[src/sv/gcsat_pkg.sv]
`timescale 1ns / 1ps

package gcsat_pkg;

   // Default grid limits for the top level parameters.
   localparam int DEFAULT_MAX_ROWS = 64;
   localparam int DEFAULT_MAX_COLS = 64;

   // Widths fixed by the item fields.
   localparam int CFG_W   = 7;
   localparam int RECT_W  = 6;
   localparam int TOTAL_W = 12;

   // Configuration register indexes and their reset values.
   localparam logic REG_ROWS = 1'b0;
   localparam logic REG_COLS = 1'b1;
   localparam logic [CFG_W-1:0] RESET_ROWS = 7'd64;
   localparam logic [CFG_W-1:0] RESET_COLS = 7'd64;

   // Queue depths, as log2 of the entry count.
   localparam int CMD_QUEUE_LOG = 2;
   localparam int RSP_QUEUE_LOG = 1;

   // One result item as it leaves the back end.
   typedef struct packed {
      logic [TOTAL_W-1:0] ground_total;
      logic               bad_query;
   } rsp_item_type;

endpackage

[src/sv/gcsat_front.sv]
`timescale 1ns / 1ps

module gcsat_front
   import gcsat_pkg::*;
#(
   parameter int MAX_ROWS = DEFAULT_MAX_ROWS,
   parameter int MAX_COLS = DEFAULT_MAX_COLS,
   parameter int RW       = $clog2(MAX_ROWS),
   parameter int CW       = $clog2(MAX_COLS),
   parameter int EW       = 2 + 2 * RW + 3 * CW
) (
   input  logic              clock,
   input  logic              reset,
   input  logic              req_push,
   input  logic              req_full,
   input  logic              req_kind,
   input  logic              req_is_ground,
   input  logic [RECT_W-1:0] req_rect_top,
   input  logic [RECT_W-1:0] req_rect_left,
   input  logic [RECT_W-1:0] req_rect_height,
   input  logic [RECT_W-1:0] req_rect_width,
   input  logic              csr_valid,
   output logic              csr_ready,
   input  logic              csr_index,
   input  logic [CFG_W-1:0]  csr_data,
   output logic              cmd_push,
   output logic [EW-1:0]     cmd_data
);

   // Wide enough for grid sizes, positions plus one and rectangle sums.
   localparam int MW = (RW > CW) ? RW : CW;
   localparam int PW = ((MW > CFG_W) ? MW : CFG_W) + 1;

   // Command layout shared with the back end.
   typedef struct packed {
      logic          is_query;
      logic          bad;
      logic [RW-1:0] row_a;
      logic [RW-1:0] row_b;
      logic [CW-1:0] col_a;
      logic [CW-1:0] col_b;
      logic [CW-1:0] rsum;
   } cmd_type;

   logic [CFG_W-1:0] rows_cfg_ff;
   logic [CFG_W-1:0] cols_cfg_ff;
   logic [RW-1:0]    row_ff, row_in;
   logic [CW-1:0]    col_ff, col_in;
   logic [CW-1:0]    rsum_ff, rsum_in;
   logic [PW-1:0]    rows_x;
   logic [PW-1:0]    cols_x;
   logic             pos_wrap;
   logic [RW-1:0]    cur_row;
   logic [CW-1:0]    cur_col;
   logic             cell_wr;
   logic             accept;
   logic             query_bad;
   logic [PW-1:0]    bottom_x;
   logic [PW-1:0]    right_x;
   cmd_type          cmd;

   assign csr_ready = 1'b1;
   assign accept    = req_push && !req_full;

   // Configuration registers.
   always_ff @(posedge clock) begin
      if (reset) begin
         rows_cfg_ff <= RESET_ROWS;
         cols_cfg_ff <= RESET_COLS;
      end else if (csr_valid) begin
         case (csr_index)
            REG_ROWS: rows_cfg_ff <= csr_data;
            REG_COLS: cols_cfg_ff <= csr_data;
            default: ;
         endcase
      end
   end

   // Grid sizes in use, held between two and the table limits.
   always_comb begin
      if (rows_cfg_ff < CFG_W'(2)) begin
         rows_x = PW'(2);
      end else if (PW'(rows_cfg_ff) > PW'(MAX_ROWS)) begin
         rows_x = PW'(MAX_ROWS);
      end else begin
         rows_x = PW'(rows_cfg_ff);
      end
      if (cols_cfg_ff < CFG_W'(2)) begin
         cols_x = PW'(2);
      end else if (PW'(cols_cfg_ff) > PW'(MAX_COLS)) begin
         cols_x = PW'(MAX_COLS);
      end else begin
         cols_x = PW'(cols_cfg_ff);
      end
   end

   // Load position of this cell; a position off the grid restarts at the corner.
   always_comb begin
      pos_wrap = (PW'(row_ff) >= rows_x) || (PW'(col_ff) >= cols_x);
      cur_row  = pos_wrap ? '0 : row_ff;
      cur_col  = pos_wrap ? '0 : col_ff;
      cell_wr  = (cur_row != '0) && (cur_col != '0);
   end

   // Running row sum and raster advance on each accepted cell.
   always_comb begin
      row_in  = row_ff;
      col_in  = col_ff;
      rsum_in = rsum_ff;
      if (accept && !req_kind) begin
         if (cur_col == '0) begin
            rsum_in = '0;
         end else if (cell_wr) begin
            rsum_in = rsum_ff + CW'(req_is_ground);
         end
         if (PW'(cur_col) + PW'(1) >= cols_x) begin
            col_in = '0;
            row_in = (PW'(cur_row) + PW'(1) >= rows_x) ? '0 : cur_row + 1'b1;
         end else begin
            col_in = cur_col + 1'b1;
            row_in = cur_row;
         end
      end
   end

   always_ff @(posedge clock) begin
      if (reset) begin
         row_ff  <= '0;
         col_ff  <= '0;
         rsum_ff <= '0;
      end else begin
         row_ff  <= row_in;
         col_ff  <= col_in;
         rsum_ff <= rsum_in;
      end
   end

   // Rectangle check against the grid in use.
   always_comb begin
      bottom_x  = PW'(req_rect_top) + PW'(req_rect_height);
      right_x   = PW'(req_rect_left) + PW'(req_rect_width);
      query_bad = (req_rect_top == '0) || (req_rect_left == '0) ||
                  (bottom_x > rows_x) || (right_x > cols_x);
   end

   // Command build: a cell names its entry, a query its four corners.
   always_comb begin
      cmd = '0;
      if (req_kind) begin
         cmd.is_query = 1'b1;
         cmd.bad      = query_bad;
         if (!query_bad) begin
            cmd.row_a = RW'(bottom_x - PW'(1));
            cmd.row_b = RW'(req_rect_top - 1'b1);
            cmd.col_a = CW'(right_x - PW'(1));
            cmd.col_b = CW'(req_rect_left - 1'b1);
         end
      end else begin
         cmd.row_a = cur_row;
         cmd.col_a = cur_col;
         cmd.rsum  = rsum_in;
      end
   end

   // Border cells write nothing and need no back end work.
   assign cmd_push = accept && (req_kind || cell_wr);
   assign cmd_data = cmd;

endmodule

[config.mk]
export PLATFORM = sky130hd
export DESIGN_NAME = gcsat_front
export DESIGN_NICKNAME = d
export VERILOG_FILES = /design/src/sv/gcsat_pkg.sv /design/src/sv/gcsat_front.sv
export SDC_FILE = /design/constraint.sdc
export NUM_CORES = 1
export LEC_CHECK = 0
export ABC_AREA = 1
export ABC_CLOCK_PERIOD_IN_PS = 4640
export BUFFER_PORTS_ARGS = -buffer_cell sky130_fd_sc_hd__clkbuf_2
export CORE_MARGIN = 3
export CORE_UTILIZATION = 40
export DETAILED_ROUTE_END_ITERATION = 7
export GPL_TIMING_DRIVEN = 0
export PLACE_DENSITY = 0.69
export SLEW_MARGIN = 5
export SYNTH_ARGS = -nofsm -noshare
export SYNTH_HDL_FRONTEND = slang
export SYNTH_SLANG_ARGS = --single-unit
[constraint.sdc]
create_clock -name clock -period 4.64 [get_ports clock]
set_input_delay 0.928 -clock clock [delete_from_list [all_inputs] [get_ports clock]]
set_output_delay 0.928 -clock clock [all_outputs]
set_load 0.02 [all_outputs]
After elaboration in Yosys (flattened, before gate mapping)
Cells that the tools add are included.
- bits in registers: 32
- input bits: 39
- output and inout port bits: 34
- word-level logic and storage cells: 64
- add/sub/neg operators: 11
- order comparisons: 10
- multiplexer cells: 19
- bitwise logic cells: 1
- reductions and logical operators: 18
- operators by type and width (kind ; count):
    2-to-1 mux 6 bit ; 13
    2-to-1 mux 7 bit ; 4
    2-to-1 mux 24 bit ; 1
    subtractor 6 x 1 -> 6 bit (second input constant) ; 4
    zero test 6 bit ; 3
    greater-or-equal comparator 6 x 8 -> 1 bit ; 2
    greater-or-equal comparator 7 x 8 -> 1 bit ; 2
    adder 6 x 1 -> 7 bit (second input constant) ; 2
    adder 6 x 6 -> 7 bit ; 2
    greater-than comparator 7 bit ; 2
    greater-than comparator 7 bit (second input constant) ; 2
    < comparator 7 x 2 -> 1 bit (second input constant) ; 2
    adder 6 x 1 -> 6 bit (second input constant) ; 2
    nonzero test 6 bit ; 2
    adder 6 x 1 -> 6 bit ; 1
    logical OR 1 bit ; 5
    logical AND 1 bit ; 4
    AND reduction 2 bit ; 2
    zero test 1 bit ; 2
    2-to-1 mux 2 bit ; 1
    NOT 1 bit ; 1

Longest topological paths before layout
- depth after elaboration: 12
- depth in mapped cells: 34
- depth with buffers taken out: 34

Worst setup path after synthesis
Ideal clock, no wire load.
- path kind: input to output
- from: in req_rect_left[2]
- to: out cmd_data[12]
- arrival time: 3.368 ns
- data required time: 3.712 ns
- path slack: 0.344 ns
- cell stages on the path: 15
- buffers on the path: 1
- path through: ha_1 > a21oi_1 > nand2_1 > a21o_1 > a21oi_1 > xor2_1 > ha_1 > nand2_1 > nor2_1 > nand2_1 > o211ai_1 > a21oi_1 > nand3_1 > buf_2 > o22ai_1
- longest elaborated chain between the ends: 6
- elaborated cells on any way between the ends: 8
- those cells by class: add/sub: 1; order compare: 1; mux: 2; reduce/logical: 4
- ends and longest elaborated chain (element ; line ; text):
    start: declaration ; gcsat_front.sv:19 ; input logic [RECT_W-1:0] req_rect_left,
    parallel branches: the longest is 3 deep, another holds adder 6 x 6 -> 7 bit ; n/a ;
    logical OR 1 bit * ; gcsat_front.sv:143 ; (bottom_x > rows_x) || (right_x > cols_x);
    2-to-1 mux 24 bit * ; gcsat_front.sv:152 ; if (!query_bad) begin
    2-to-1 mux 6 bit * ; gcsat_front.sv:149 ; if (req_kind) begin
    end: declaration ; gcsat_front.sv:27 ; output logic [EW-1:0] cmd_data
Mark *: on every way between the ends.

Worst setup path after layout
- from: reg cols_cfg_ff[1]
- to: out cmd_data[3]
- longest elaborated chain between the ends: 12
- elaborated cells on any way between the ends: 16
- those cells by class: order compare: 3; mux: 8; reduce/logical: 5
- ends and longest elaborated chain (element ; line ; text):
    start: declaration ; gcsat_front.sv:46 ; logic [CFG_W-1:0] cols_cfg_ff;
    start signal: assignment ; gcsat_front.sv:73 ; REG_COLS: cols_cfg_ff <= csr_data;
    greater-than comparator 7 bit ; gcsat_front.sv:90 ; end else if (PW'(cols_cfg_ff) > PW'(MAX_COLS)) begin
    2-to-1 mux 7 bit ; gcsat_front.sv:90 ;
    2-to-1 mux 7 bit * ; gcsat_front.sv:88 ; if (cols_cfg_ff < CFG_W'(2)) begin
    greater-or-equal comparator 6 x 8 -> 1 bit * ; gcsat_front.sv:99 ; pos_wrap = (PW'(row_ff) >= rows_x) || (PW'(col_ff) >= cols_x);
    logical OR 1 bit * ; gcsat_front.sv:99 ;
    2-to-1 mux 6 bit, on equally long branches ; gcsat_front.sv:100, gcsat_front.sv:101 ;
    nonzero test 6 bit ; gcsat_front.sv:102 ; cell_wr = (cur_row != '0) && (cur_col != '0);
    logical AND 1 bit ; gcsat_front.sv:102 ;
    2-to-1 mux 6 bit ; gcsat_front.sv:113 ; end else if (cell_wr) begin
    2-to-1 mux 6 bit * ; gcsat_front.sv:111 ; if (cur_col == '0) begin
    2-to-1 mux 6 bit * ; gcsat_front.sv:110 ; if (accept && !req_kind) begin
    2-to-1 mux 6 bit * ; gcsat_front.sv:149 ;
Every way passes the cells marked *; elsewhere a longest branch is shown, timed or not.

==> flow_summary.ini <==
[outcome]
status = complete, no violations

[floorplanning]
row_count = 34
die_h_um = 102
ios = 73
floorplan.die_area_um2 = 10500
die_x_um = 102
core-area_um2 = 8890
initial_utilization_pct = 41.8

[clock_network]
ctsHtreeMaxLevel = 2
path_clk_slew_ps = 60
clock_latency_ps = 290
clock_sinks = 32
cts_inserted_buffers = 5
cts-root-buf = clkbuf_8
cts_tree = built
cts_buffer_depth = 2

[sta]
setup_violations = 0
worst_pin_slew_ps = 625
fin_crit_sh_pct = 98.4
period_needed_ps = 4570
fmax_mhz = 219
hold_viol_final = 0
clock_skew_ps = 4.11
max_slew_margin_pct = 58.3
whs_ps = 478
rsz0062_at_grt = yes
fin_setup_tns_ps = 0
slew_violations = 0

[drt]
wl_per_cell_um = 13.3
firstDrtPassIters = 4
drtIter0Drc = 132
vias = 3909
post-route-drc-count = 0
ant_nets = 0
viasPerCell = 5.13
wirelength_mm = 10.2

[pwr]
intPower_mw = 0.611
p_clk_share_pct = 22.2
p_sw_share_pct = 40.8
ir_drop_mv = 0.103
sequentialPowerShare_pct = 28.4
p_leak_nw = 2.43
combPwrFrac_pct = 49.4
switching_power_mw = 0.422
power.density_nw_per_um2 = 219

[global_routing]
grt_start_max_net_pins = 11
grt.overflow.total = 0
grt_pass1_vias = 3612
grt_pass1_wl_mm = 16.5
track_usage_pct = 19.5
antenna_found_initial = 0

[setup_path]
cp-end-kind = output port
cpPeakStageDelay_ps = 520
crit_slowest_cell = or4_1
worstSetupPathType = flop to output port
cp_max_fo = 5
required_ps = 3710
cp-start-kind = flop
cpMostUsedCell = nand2_1
arrival_ps = 3640

[logic_synthesis]
yosysWarnings = 0
synthCells = 556
synth_area_um2 = 3720
avgSynthCellArea_um2 = 6.69
ys_types = 40
synthFlopType = dfxtp_1
ys_seq_area_share_pct = 17.2
async_reset_ff_share_pct = 0
synth-seq-cells = 32
synth_nets = 661
synth_edf_count = 0

[layout]
finalNetCount = 758
final_common_cell = nand2_1
register_area_um2 = 644
n_antenna_cell = 0
fillers = 854
final_util_pct = 53.1
layoutNonFillerInstCount = 762
final_cell_mix = 91 x nand2_1, 72 x inv_1, 64 x nor2_1
multi_input_area_um2 = 2930
syn_to_final_growth_pct = 26.9
final_layout_size_suffix_gt1_share_pct = 25.4
stdcell_area_um2 = 4720

[place]
place_area_um2 = 4210
place_congestion = 0.905
dp_cells = 735
io_buffers = 71
place_hpwl_mm = 8.19

[worst_hold_path]
hold_class = flop to flop

[job]
drv_cap = 0
==> layer usage <==
metal | global-route usage (%) | part of all wire (%) | vias to the layer above
li1 | - | - | 2031
met5 | 0 | 0 | -
met1 | 23.9 | 45 | 1809
met2 | 35.0 | 51 | 59
met3 | 3.00 | 3.5 | 10
met4 | 5.55 | 0.99 | 0
==> Yosys cell counts, types with 4 or more instances <==
| cell type | number | area, µm² |
|---|---|---|
| dfxtp_1 | 32 | 641 |
| a21oi_1 | 34 | 170 |
| xor2_1 | 20 | 175 |
| o211ai_1 | 4 | 30.0 |
| clkbuf_1 | 7 | 26.3 |
| inv_2 | 4 | 15.0 |
| nand3_1 | 36 | 180 |
| nor2_1 | 73 | 274 |
| and2_1 | 4 | 25.0 |
| xnor2_1 | 7 | 61.3 |
| nor3_1 | 10 | 50.1 |
| nand4_1 | 11 | 68.8 |
| ha_1 | 64 | 801 |
| o22ai_1 | 13 | 81.3 |
| o21ai_0 | 25 | 125 |
| nand2_1 | 93 | 349 |
| a21o_1 | 4 | 30.0 |
| inv_1 | 78 | 293 |
==> final timing paths <==
check                                    start             end  slack [ps]  depth (start not counted)
worst max register to register  cols_cfg_ff[1]       row_ff[0]         180                         32
worst max-delay path            cols_cfg_ff[1]     cmd_data[3]          70                         28
worst min-delay path            rows_cfg_ff[1]  rows_cfg_ff[1]         480                          2
worst min register to register  rows_cfg_ff[1]  rows_cfg_ff[1]         480                          2
==> power groups by stage <==
stage | combinational [mW] | sequential (mW) | clock [mW]
6_report | 0.511 | 0.293 | 0.229
5_1_grt | 0.567 | 0.295 | 0.246
4_1_cts | 0.467 | 0.293 | 0.234
3_5_place_dp | 0.437 | 0.299 | 0
3_3_place_gp | 0.425 | 0.299 | 0
2_1_floorplan | 0.313 | 0.296 | 0
==> sequential cells by signal (all words and copies together), names as in the netlist <==
signal,cells
rsum_ff,6
row_ff,6
col_ff,6
cols_cfg_ff,7
rows_cfg_ff,7
==> cell families (layout without fill, tap and decap cells) <==
logic type      count (synthesis)  in the layout  share of synthesized area, %
simple gates                  247            247                          30.1
buf+inv                        94            192                          10.1
compound gates                 89             89                          13.5
fa+ha+maj                      66             66                          22.6
flops                          32             32                          17.2
xor+xnor                       27             27                          6.36
other cells                     1              1                         0.101
==> final cells by class <==
type	count	share of cell area, %
buffer	12	1.67
tap	108	2.86
timing repair buffer	90	11.2
clock buffer	8	1.91
inverter	82	6.63
multi-input combinational	430	62.0
sequential	32	13.7
==> critical path: cells and delay by family (launching register included) <==
family	cells	cell delay (ps)
buffers and inverters	7	580
adders and majority gates	2	390
DFF	1	320
and+or+nand+nor	16	1790
AOI/OAI and AO/OA	3	250
==> through the flow <==
stage               power (mW)  setup WS (ps)
finish                    1.03           74.6
global route              1.11           -147
CTS                      0.994           7.59
detailed placement       0.736           -337
global placement         0.724           -270
floorplan                0.609            344
==> timing repair <==
item	CTS	global route
gates resized for setup	22	73
hold buffers	0	0
cloned	1	0
pin swaps	7	23
setup buffers	12	6
setup endpoints to repair	39	41
(Power assumes the default switching activity.)
