$ cat src/sv/gcsat_queue.sv
`timescale 1ns / 1ps

module gcsat_queue #(
   parameter int W   = 1,
   parameter int LOG = 1
) (
   input  logic         clock,
   input  logic         reset,
   input  logic         push,
   input  logic [W-1:0] push_data,
   output logic         full,
   input  logic         pop,
   output logic [W-1:0] pop_data,
   output logic         empty
);

   localparam int N = 2 ** LOG;

   logic [W-1:0]   slot_ff [N];
   logic [LOG-1:0] wr_ptr_ff, wr_ptr_in;
   logic [LOG-1:0] rd_ptr_ff, rd_ptr_in;
   logic [LOG:0]   count_ff, count_in;
   logic           do_push;
   logic           do_pop;

   assign full     = (count_ff == (LOG + 1)'(N));
   assign empty    = (count_ff == '0);
   assign do_push  = push && !full;
   assign do_pop   = pop && !empty;
   assign pop_data = slot_ff[rd_ptr_ff];

   // Pointer and fill count updates.
   always_comb begin
      wr_ptr_in = do_push ? wr_ptr_ff + 1'b1 : wr_ptr_ff;
      rd_ptr_in = do_pop ? rd_ptr_ff + 1'b1 : rd_ptr_ff;
      count_in  = count_ff;
      if (do_push && !do_pop) begin
         count_in = count_ff + 1'b1;
      end else if (!do_push && do_pop) begin
         count_in = count_ff - 1'b1;
      end
   end

   always_ff @(posedge clock) begin
      if (reset) begin
         wr_ptr_ff <= '0;
         rd_ptr_ff <= '0;
         count_ff  <= '0;
      end else begin
         wr_ptr_ff <= wr_ptr_in;
         rd_ptr_ff <= rd_ptr_in;
         count_ff  <= count_in;
      end
   end

   // Entry storage needs no reset.
   always_ff @(posedge clock) begin
      if (do_push) begin
         slot_ff[wr_ptr_ff] <= push_data;
      end
   end

`ifndef NO_ASSERTIONS
   // The fill count never runs past the number of entries.
   a_count_bound: assert property (@(posedge clock) disable iff (reset)
      count_ff <= (LOG + 1)'(N))
      else $error("queue fill count exceeds depth");

   // A lone push raises the count by one.
   a_push_count: assert property (@(posedge clock) disable iff (reset)
      (do_push && !do_pop) |=> (count_ff == $past(count_ff) + 1'b1))
      else $error("queue count did not follow a push");
`endif

endmodule

$ cat config.mk
export PLATFORM = sky130hd
export DESIGN_NAME = gcsat_queue
export DESIGN_NICKNAME = d
export VERILOG_FILES = /design/src/sv/gcsat_queue.sv
export SDC_FILE = /design/constraint.sdc
export NUM_CORES = 1
export LEC_CHECK = 0
export BUFFER_PORTS_ARGS = -buffer_cell sky130_fd_sc_hd__buf_2
export CAP_MARGIN = 20
export CORE_AREA = 4 4 41 43
export DETAILED_ROUTE_END_ITERATION = 8
export DIE_AREA = 0 0 45 47
export HOLD_SLACK_MARGIN = 0.08
export PLACE_DENSITY = 0.45
export SYNTH_ARGS = -nofsm -noshare
export SYNTH_HDL_FRONTEND = slang
export SYNTH_SLANG_ARGS = --single-unit
$ cat constraint.sdc
create_clock -name clock -period 1.4 [get_ports clock]
set_input_delay 0.07 -clock clock [delete_from_list [all_inputs] [get_ports clock]]
set_output_delay 0.07 -clock clock [all_outputs]
set_load 0.005 [all_outputs]
# Word level (Yosys, flattened, before mapping)
# Memory sizes are Yosys's and may differ from the RTL's. A register that Yosys moved wholly into a read port is not among the register bits.
# Cells that the tools add are included.
dict set report word_totals {
  ff_bits 4
  ram_bits 2
  in_bits 5
  mem_count 1
}
# name words width read_ports rd_ports_with_merged_regs write_ports line
set mem_list {}
lappend mem_list {slot_ff 2 1 1 1 1 19} ;# logic [W-1:0] slot_ff [N];
dict set report classes {
  addsub 4
  n_eq_ne 1
  n_mux 6
  reduce_logical 10
}
# op count
set op_table {}
lappend op_table {{1-bit logical AND} 4}
lappend op_table {{1-bit logical NOT} 4}
lappend op_table {{1-bit two-way mux} 4}
lappend op_table {{2-bit two-way mux} 2}
lappend op_table {{1-bit adder, second input constant} 2}
lappend op_table {{2-bit by 1-bit adder with 2-bit output, second input constant} 1}
lappend op_table {{2-bit equality test, second input constant} 1}
lappend op_table {{2-bit logical NOT} 1}
lappend op_table {{2-bit nonzero test} 1}
lappend op_table {{2-bit by 1-bit subtractor with 2-bit output, second input constant} 1}

# Depth between registers and ports, before layout
# Gate-level depths: netlist (run 1).
dict set report depth {
  word_depth 7
  depth_mapped 6
  mapped_depth_nobuf 6
}

# Worst setup path before layout (run 1)
# OpenSTA, ideal clock, no wires.
dict set report synth_path {
  kind {register -> register}
  from {register count_ff[1]}
  to {register count_ff[1]}
  arrival_ns 1.370
  path_slack_ns -0.040
  path_stages_with_launch 6
  path_buffers 0
  synth_period_minus_slack_ns 1.440
  cell_sequence {dfxtp_1 -> nor2b_2 -> nor2_1 -> ha_1 -> or3_1 -> a21oi_1}
}
dict set report synth_via {
  elab_chain_cells 6
}
# item line
set synth_rtl {}
lappend synth_rtl {{start: declaration} 22} ;# logic [LOG:0] count_ff, count_in;
lappend synth_rtl {{start signal: assignment} 52} ;# count_ff <= count_in;
lappend synth_rtl {{2-bit equality test *} 26} ;# assign full = (count_ff == (LOG + 1)'(N));
lappend synth_rtl {{named net full} 11} ;# output logic full,
lappend synth_rtl {{1-bit logical NOT *} 28} ;# assign do_push = push && !full;
lappend synth_rtl {{1-bit logical AND *} 28}
lappend synth_rtl {{named net do_push} 23} ;# logic do_push;
lappend synth_rtl {{1-bit logical NOT} 39} ;# end else if (!do_push && do_pop) begin
lappend synth_rtl {{1-bit logical AND} 39}
lappend synth_rtl {{2-bit nonzero test (no source line)} -}
# The timed path passes the listed nets; every way through them passes the cells marked *. The select of a mux whose other input is x is not followed.
# A chain may end at the register's enable or synchronous reset.

# Worst setup path after layout (run 1)
dict set report layout_path {
  from {register count_ff[1]}
  to {register count_ff[1]}
}
dict set report layout_via {
  elab_chain_cells 6
}
# item line
set layout_rtl {}
lappend layout_rtl {{2-bit equality test *} 26}
lappend layout_rtl {{1-bit logical NOT *} 28}
lappend layout_rtl {{1-bit logical AND *} 28}
lappend layout_rtl {{named net do_push} 23}
lappend layout_rtl {{1-bit logical NOT} 39}
lappend layout_rtl {{1-bit logical AND} 39}
lappend layout_rtl {{2-bit nonzero test (no source line)} -}
# Marks and branches as above.

==> results of run 1 <==
==> metrics by stage <==
step / instances / util / hold slack, ns / setup TNS [ns] / cell area (um^2)
floorplan: 28 / - / 0.132 / 0 / 297
global placement: 53 / 0.287 / 0.263 / 0 / 373
detailed placement: 53 / 0.287 / 0.274 / -0.0107 / 373
CTS: 61 / 0.337 / 0.200 / 0 / 438
global route: 61 / 0.337 / 0.262 / -0.0913 / 438
finish: 61 / 0.337 / 0.202 / 0 / 438
==> how the worst max path moves through the flow <==
stage / start / endpoint / slack, ns
6_report: count_ff[1] / count_ff[1] / 0.02
5_1_grt: count_ff[1] / count_ff[1] / -0.09
3_3_place_gp: count_ff[1] / count_ff[1] / 0.03
3_5_place_dp: count_ff[1] / count_ff[1] / -0.01
2_1_floorplan: count_ff[1] / count_ff[1] / 0.01
4_1_cts: count_ff[1] / count_ff[1] / 0.01
==> layout make-up <==
type,count,area [um^2]
inverter,2,7.51
timing repair buffer,14,92.6
clock buffer,3,22.5
fill,144,863
clock inverter,1,5.00
multi-input combinational,19,126
tap,15,18.8
sequential,7,165
==> power by group through the flow <==
stage               sequential [mW]  clock, mW  combinational, mW
floorplan                     0.321          0              0.191
global placement              0.329          0              0.304
detailed placement            0.334          0              0.320
CTS                           0.322      0.196              0.376
global route                  0.332      0.197              0.427
finish                        0.323      0.186              0.377
==> cells in the final DEF (no fill, tap or decap), drive strengths merged, types with 2 or more instances in the layout <==
cell type / count
a21oi: 2
nor2: 5
dfxtp: 5
o21ai: 3
buf: 12
inv: 2
edfxtp: 2
clkbuf: 3
or3: 2
dlygate4sd3: 2
xor2: 3
==> cell families (layout without fill, tap and decap cells) <==
| family | count (synthesis) | in the layout |
|---|---|---|
| AND/OR/NAND/NOR | 9 | 9 |
| XOR/XNOR | 3 | 3 |
| buffers and inverters | 2 | 20 |
| adder cells (fa/ha/maj) | 1 | 1 |
| multiplexers | 1 | 1 |
| AO/OA/AOI/OAI | 5 | 5 |
| flip-flops | 7 | 7 |
==> layer usage <==
metal | vias up | global-route usage | share of wire
li1 | 130 | - | -
met2 | 6 | 0.121 | 0.47
met3 | 0 | 0.0230 | 0.058
met4 | 0 | 0.0526 | 0
met5 | - | 0 | 0
met1 | 106 | 0.0878 | 0.47
==> cell usage after synthesis (all sizes together) <==
master	number
inv	2
dfxtp	5
nor2	5
o21ai	3
a21oi	2
ha	1
xor2	3
nor2b	1
mux2	1
or3	2
and2	1
edfxtp	2
==> worst max-delay path: stages, from the launching register on <==
cell	delay (ns)
dfxtp_2	0.34
nor2b_4	0.14
nor2_1	0.05
ha_1	0.20
xor2_1	0.15
or3_1	0.30
a21oi_1	0.12
==> what timing repair did <==
action | CTS | global route
resized for setup | 1 | 0
setup endpoints to repair | 1 | 1
setup buffers | 2 | 0
hold endpoints to repair | 7 | 0
hold buffers | 2 | 0
pin swaps | 1 | 0
==> run summary, run 1 <==
PWR
----------------------------------------------------------------------------------------
Fraction of power consumed by combinational cells                                  0.426
Sequential group share of total power                                              0.365
Net Sw Power                                                                      285 uW
Tot Pwr                                                                           886 uW
Internal                                                                          600 uW
Cell Pwr Density                                                            2020 mW/mm^2
Largest voltage drop on the vdd net                                               888 uV
Part of the total power dissipated in the clock network                            0.210
Switching part of the total                                                        0.322
Leakage power figure                                                            0.205 nW

SYNTH
----------------------------------------------------------------------------------------
Cell taking the most area after synthesis                                        dfxtp_1
Post-synthesis adder-cell area fraction                                           0.0433
Synth warn                                                                             0
Syn Inst Count                                                                        28
Share of synthesized area occupied by flip-flops and latches                       0.554
Dominant combinational cell family by area after synthesis                  simple AND/OR/NAND/NOR gates
Post-synthesis instance area                                                    289 um^2
Share of the synthesized area in compound gates (AO/OA/AOI/OAI)                   0.0866
Average footprint of a synthesized cell                                        10.3 um^2
Synth top area share                                                               0.346
Yosys reg bits                                                                         7
Unique masters post-synth                                                             12
Post-synthesis xor/xnor area fraction                                             0.0909
Fraction of the mapped netlist area in simple logic gates                          0.160
Top post-synthesis cells by area                                            dfxtp_1, edfxtp_1, xor2_1, nor2_1, o21ai_0
Mux share of post-synthesis cell area                                             0.0390
Mapped Nets                                                                           34

WORST SETUP PATH
----------------------------------------------------------------------------------------
Path type of the worst setup path                                           flip-flop to flip-flop
Critical Path Fanout Max                                                               3
Arrival time reported for the critical path endpoint                             1.56 ns
RR Startpoint                                                                count_ff[1]
Path depth of the worst reg2reg path                                                   6
Capturing element type of the critical path                                    flip-flop
Reg2reg setup slack                                                              0.02 ns
Startpoint types                                                               flip-flop
Worst reg2reg endpoint                                                       count_ff[1]
Data required time at the worst endpoint                                         1.58 ns

GLOBAL ROUTING
----------------------------------------------------------------------------------------
Largest net degree at the start of global routing                                      6
Via count of the first global-routing pass                                           280
Wire length of the first global-routing pass                                     1140 um
Number of antenna violations at the first check in global routing                      0
Overflow after GRT                                                                     0
Total global-route track usage                                                    0.0763

HOLD PATH
----------------------------------------------------------------------------------------
Number of cells traversed by the worst hold path                                       4
Hold worst-path end                                                            wr_ptr_ff
Launch point of the worst hold path                                                 push
Path category of the worst min-delay check                                  input pin to flip-flop

CLOCKING
----------------------------------------------------------------------------------------
CTS buffer count                                                                       3
CTS tree                                                                           built
Clock root buffer                                                               clkbuf_4
Number of clock sinks seen by CTS                                                      7
Clock-pin slew of the registers on the worst-case setup and hold paths           0.06 ns
CTS H-tree depth                                                                       1
Worst-case clock buffer depth                                                          2
Clk Latency, worst-skew pair                                                     0.25 ns

DRT
----------------------------------------------------------------------------------------
Post-DR vias/cell                                                                   3.97
Drt first pass iters                                                                   2
Remaining antenna violation count                                                      0
DRC errors left                                                                        0
WL per Instance                                                                  10.5 um
Total Routed Length                                                               638 um
Initial DRC count                                                                      1
Vias post-DR                                                                         242

PLACED DESIGN
----------------------------------------------------------------------------------------
Routability-driven placement congestion ratio                                      0.619
Total half-perimeter wirelength after legalization and detailed placement         452 um
Number of input and output port buffers inserted                                       7
Placement-stage worst setup slack                                             -0.0107 ns

STATUS
----------------------------------------------------------------------------------------
Run status                                                                     completed

STA
----------------------------------------------------------------------------------------
Unrepaired setup endpoints after global routing                                     true
Tmin final                                                                       1.38 ns
Max_slew headroom                                                                  0.878
Final Worst Setup Slack                                                        0.0222 ns
Setup violations, final                                                                0
Largest clock skew in the final design                                        0.00665 ns
Final count of hold timing violations                                                  0
Worst Tran Pin Value                                                            0.181 ns
Final number of max-transition violations                                              0
Period utilization                                                                 0.984
Max Freq                                                                         726 MHz

DIE
----------------------------------------------------------------------------------------
Die Area                                                                    0.00212 mm^2
Num ports                                                                              8
Placeable core area                                                         0.00130 mm^2
Height of the chip                                                                 47 um
Horizontal die dimension                                                           45 um
Number of placement rows                                                              13
Initial Util                                                                       0.222

CELLS AND AREA
----------------------------------------------------------------------------------------
N_diodes                                                                               0
Fraction of final layout cells with drive strength greater than 1                  0.435
Area growth from synthesis to final layout                                         51.5%
Net count reported at finish                                                          53

JOB
----------------------------------------------------------------------------------------
Number of max-capacitance violations reported                                          0

No activity file was read; power rests on OpenSTA's default activity.
==> run 2, diff against run 1 <==
Settings changed: BUFFER_PORTS_ARGS -buffer_cell sky130_fd_sc_hd__buf_2 to not set, DONT_BUFFER_PORTS set to 1, PLACE_DENSITY 0.45 to 0.4.
==> run 2 against run 1 <==
The flow now finishes with violations (negative hold slack, negative setup slack). Clock power down 3%. Non-clock buffer count down 7. Flip-flop and latch count unchanged. Critical endpoint unchanged.
==> run summary, run 2 (synthesis gave the netlist of run 1 again) <==
STATUS
----------------------------------------------------------------------------------------
Run status                                                                  complete, but fails checks   was completed
Violated checks                                                             negative hold slack, negative setup slack

PWR
----------------------------------------------------------------------------------------
Leakage power figure                                                            0.177 nW   was 0.205 nW
Part of the total power dissipated in the clock network                            0.210   about the same
Cell Pwr Density                                                            2120 mW/mm^2   was 2020 mW/mm^2
Fraction of power consumed by combinational cells                                  0.420   was 0.426
Switching part of the total                                                        0.320   was 0.322
Net Sw Power                                                                      274 uW   was 285 uW
Largest voltage drop on the vdd net                                               672 uV   was 888 uV
Sequential group share of total power                                              0.370   was 0.365
Internal                                                                          584 uW   was 600 uW

DIE
----------------------------------------------------------------------------------------
Placeable core area                                                         0.00130 mm^2   unchanged
Height of the chip                                                                 47 um   unchanged
Number of placement rows                                                              13   unchanged
Horizontal die dimension                                                           45 um   unchanged
Num ports                                                                              8   unchanged
Die Area                                                                    0.00212 mm^2   unchanged
Initial Util                                                                       0.222   unchanged

CELLS AND AREA
----------------------------------------------------------------------------------------
Most common cell after layout, fill and taps aside                                 buf_4   was buf_2
Area growth from synthesis to final layout                                         39.8%   was 51.5%
N_diodes                                                                               0   unchanged
Fraction of final layout cells with drive strength greater than 1                  0.410   was 0.435
Final std cell area, no fill                                                    404 um^2   was 438 um^2
Net count reported at finish                                                          46   was 53
Filler cell count in the final layout                                                150   was 144
Util after Layout                                                                  0.311   was 0.337
Top library cells by usage in the layout, fill and taps aside               buf_4, nor2_1, xor2_1, dfxtp_1, clkbuf_4   was buf_2, nor2_1, buf_4

GLOBAL ROUTING
----------------------------------------------------------------------------------------
Total global-route track usage                                                    0.0634   was 0.0763
Via count of the first global-routing pass                                           231   was 280
Largest net degree at the start of global routing                                      6   unchanged
Overflow after GRT                                                                     0   unchanged
Number of antenna violations at the first check in global routing                      0   unchanged
Wire length of the first global-routing pass                                      903 um   was 1140 um

WORST SETUP PATH
----------------------------------------------------------------------------------------
Arrival time reported for the critical path endpoint                             1.59 ns   was 1.56 ns
Ordered list of cells on the worst path                                     nor2b_4, nor2_2, ha_1, or3_1, a21oi_2   was nor2b_4, nor2_1, ha_1, xor2_1, or3_1, a21oi_1
Critical Path Fanout Max                                                               4   was 3
Reg2reg setup slack                                                             -0.01 ns   was 0.02 ns
RR Startpoint                                                                count_ff[1]   unchanged
Data required time at the worst endpoint                                         1.58 ns   about the same
Startpoint types                                                               flip-flop   unchanged
Capturing element type of the critical path                                    flip-flop   unchanged
Cell type group with the largest total delay on the critical path           simple AND/OR/NAND/NOR gates   unchanged
Critical path buffers and inverters                                                    0   unchanged
Path depth of the worst reg2reg path                                                   5   was 6
Worst reg2reg endpoint                                                       count_ff[1]   unchanged
Maximum cell stage delay along the critical path                                 0.39 ns   was 0.34 ns
Slowest cell on the critical path                                                  or3_1   was dfxtp_2
Path type of the worst setup path                                           flip-flop to flip-flop   unchanged

STA
----------------------------------------------------------------------------------------
Final count of hold timing violations                                                  5   was 0
Max Freq                                                                         708 MHz   was 726 MHz
Period utilization                                                                  1.01   was 0.984
Hold slack                                                                     -0.125 ns   was 0.202 ns
Tmin final                                                                       1.41 ns   was 1.38 ns
Final number of max-transition violations                                              0   unchanged
Unrepaired setup endpoints after global routing                                     true   unchanged
Final Worst Setup Slack                                                       -0.0119 ns   was 0.0222 ns
Setup violations, final                                                                1   was 0
Largest clock skew in the final design                                        0.00338 ns   was 0.00665 ns
Worst Tran Pin Value                                                            0.177 ns   was 0.181 ns
Max_slew headroom                                                                  0.881   was 0.878

HOLD PATH
----------------------------------------------------------------------------------------
Hold worst-path end                                                          count_ff[1]   was wr_ptr_ff
Number of cells traversed by the worst hold path                                       1   was 4
Launch point of the worst hold path                                                reset   was push
Path category of the worst min-delay check                                  input pin to flip-flop   unchanged

DRT
----------------------------------------------------------------------------------------
Drt first pass iters                                                                   1   was 2
DRC errors left                                                                        0   unchanged
Total Routed Length                                                               522 um   was 638 um
WL per Instance                                                                  9.67 um   was 10.5 um
Initial DRC count                                                                      0   was 1
Remaining antenna violation count                                                      0   unchanged
Vias post-DR                                                                         225   was 242
Post-DR vias/cell                                                                   4.17   was 3.97

CLOCKING
----------------------------------------------------------------------------------------
Hold-fix buffers at CTS                                                                1   was 2
CTS H-tree depth                                                                       1   unchanged
Clock-pin slew of the registers on the worst-case setup and hold paths           0.05 ns   was 0.06 ns
CTS tree                                                                           built   unchanged
Number of clock sinks seen by CTS                                                      7   unchanged
CTS buffer count                                                                       3   unchanged
Clk Latency, worst-skew pair                                                     0.25 ns   about the same
Clock root buffer                                                               clkbuf_4   unchanged
Worst-case clock buffer depth                                                          2   unchanged

JOB
----------------------------------------------------------------------------------------
Number of max-capacitance violations reported                                          0   unchanged

PLACED DESIGN
----------------------------------------------------------------------------------------
Total half-perimeter wirelength after legalization and detailed placement         403 um   was 452 um
Placement-stage cell area                                                       338 um^2   was 373 um^2
Number of input and output port buffers inserted                                       0   was 7
Routability-driven placement congestion ratio                                      0.664   was 0.619

## run 2: per-layer routing
layer / GRT usage / vias up / wire length, um
met3: 0.0421 / 0 / 44
met5: 0 / - / 0
met4: 0.0526 / 0 / 0
met1: 0.0598 / 106 / 204
li1: - / 114 / -
met2: 0.0960 / 5 / 273
## run 2: area by class of cell
| cell class | instances | area [um^2] | share of cell area |
|---|---|---|---|
| clock buffer | 3 | 22.5 | 0.0557 |
| inverter | 2 | 7.51 | 0.0186 |
| tap | 15 | 18.8 | 0.0464 |
| sequential | 7 | 163 | 0.402 |
| multi-input combinational | 19 | 133 | 0.328 |
| clock inverter | 1 | 5.00 | 0.0124 |
| timing repair buffer | 7 | 55.1 | 0.136 |
## run 2: repair_timing
| action | 4_1_cts | 5_1_grt |
|---|---|---|
| pin swaps | 3 | 0 |
| buffers inserted | 2 | 1 |
| gates cloned | 0 | 0 |
| resized for setup | 2 | 1 |
| endpoints found under the setup margin | 1 | 1 |
| hold endpoints to repair | 7 | 5 |
## run 2: power by group through the flow
stage                     Combinational [mW]  Sequential [mW]  Clock (mW)
final                                  0.361            0.318       0.180
after global routing                   0.406            0.325       0.206
after CTS                              0.339            0.319       0.189
after detailed placement               0.278            0.325           0
after global placement                 0.270            0.320           0
after floorplan                        0.191            0.321           0
## run 2: through the flow
step	std cells	setup TNS, ns	power, mW	hold slack (ns)	setup slack (ns)
2_1_floorplan	28	0	0.513	0.132	0.0114
3_3_place_gp	46	0	0.591	0.135	0.0109
3_5_place_dp	46	-0.0764	0.603	0.139	-0.0764
4_1_cts	53	-0.0135	0.847	-0.134	-0.0135
5_1_grt	54	-0.0784	0.936	-0.144	-0.0753
6_report	54	-0.0119	0.858	-0.125	-0.0119
## run 2: worst max-delay path by stage
stage / start / cells after the start / to / slack, ns
6_report: count_ff[1] / 5 / count_ff[1] / -0.01
5_1_grt: count_ff[1] / 5 / count_ff[1] / -0.08
4_1_cts: count_ff[1] / 5 / count_ff[1] / -0.01
3_5_place_dp: count_ff[1] / 5 / count_ff[1] / -0.08
3_3_place_gp: count_ff[1] / 5 / count_ff[1] / 0.01
2_1_floorplan: count_ff[1] / 5 / count_ff[1] / 0.01
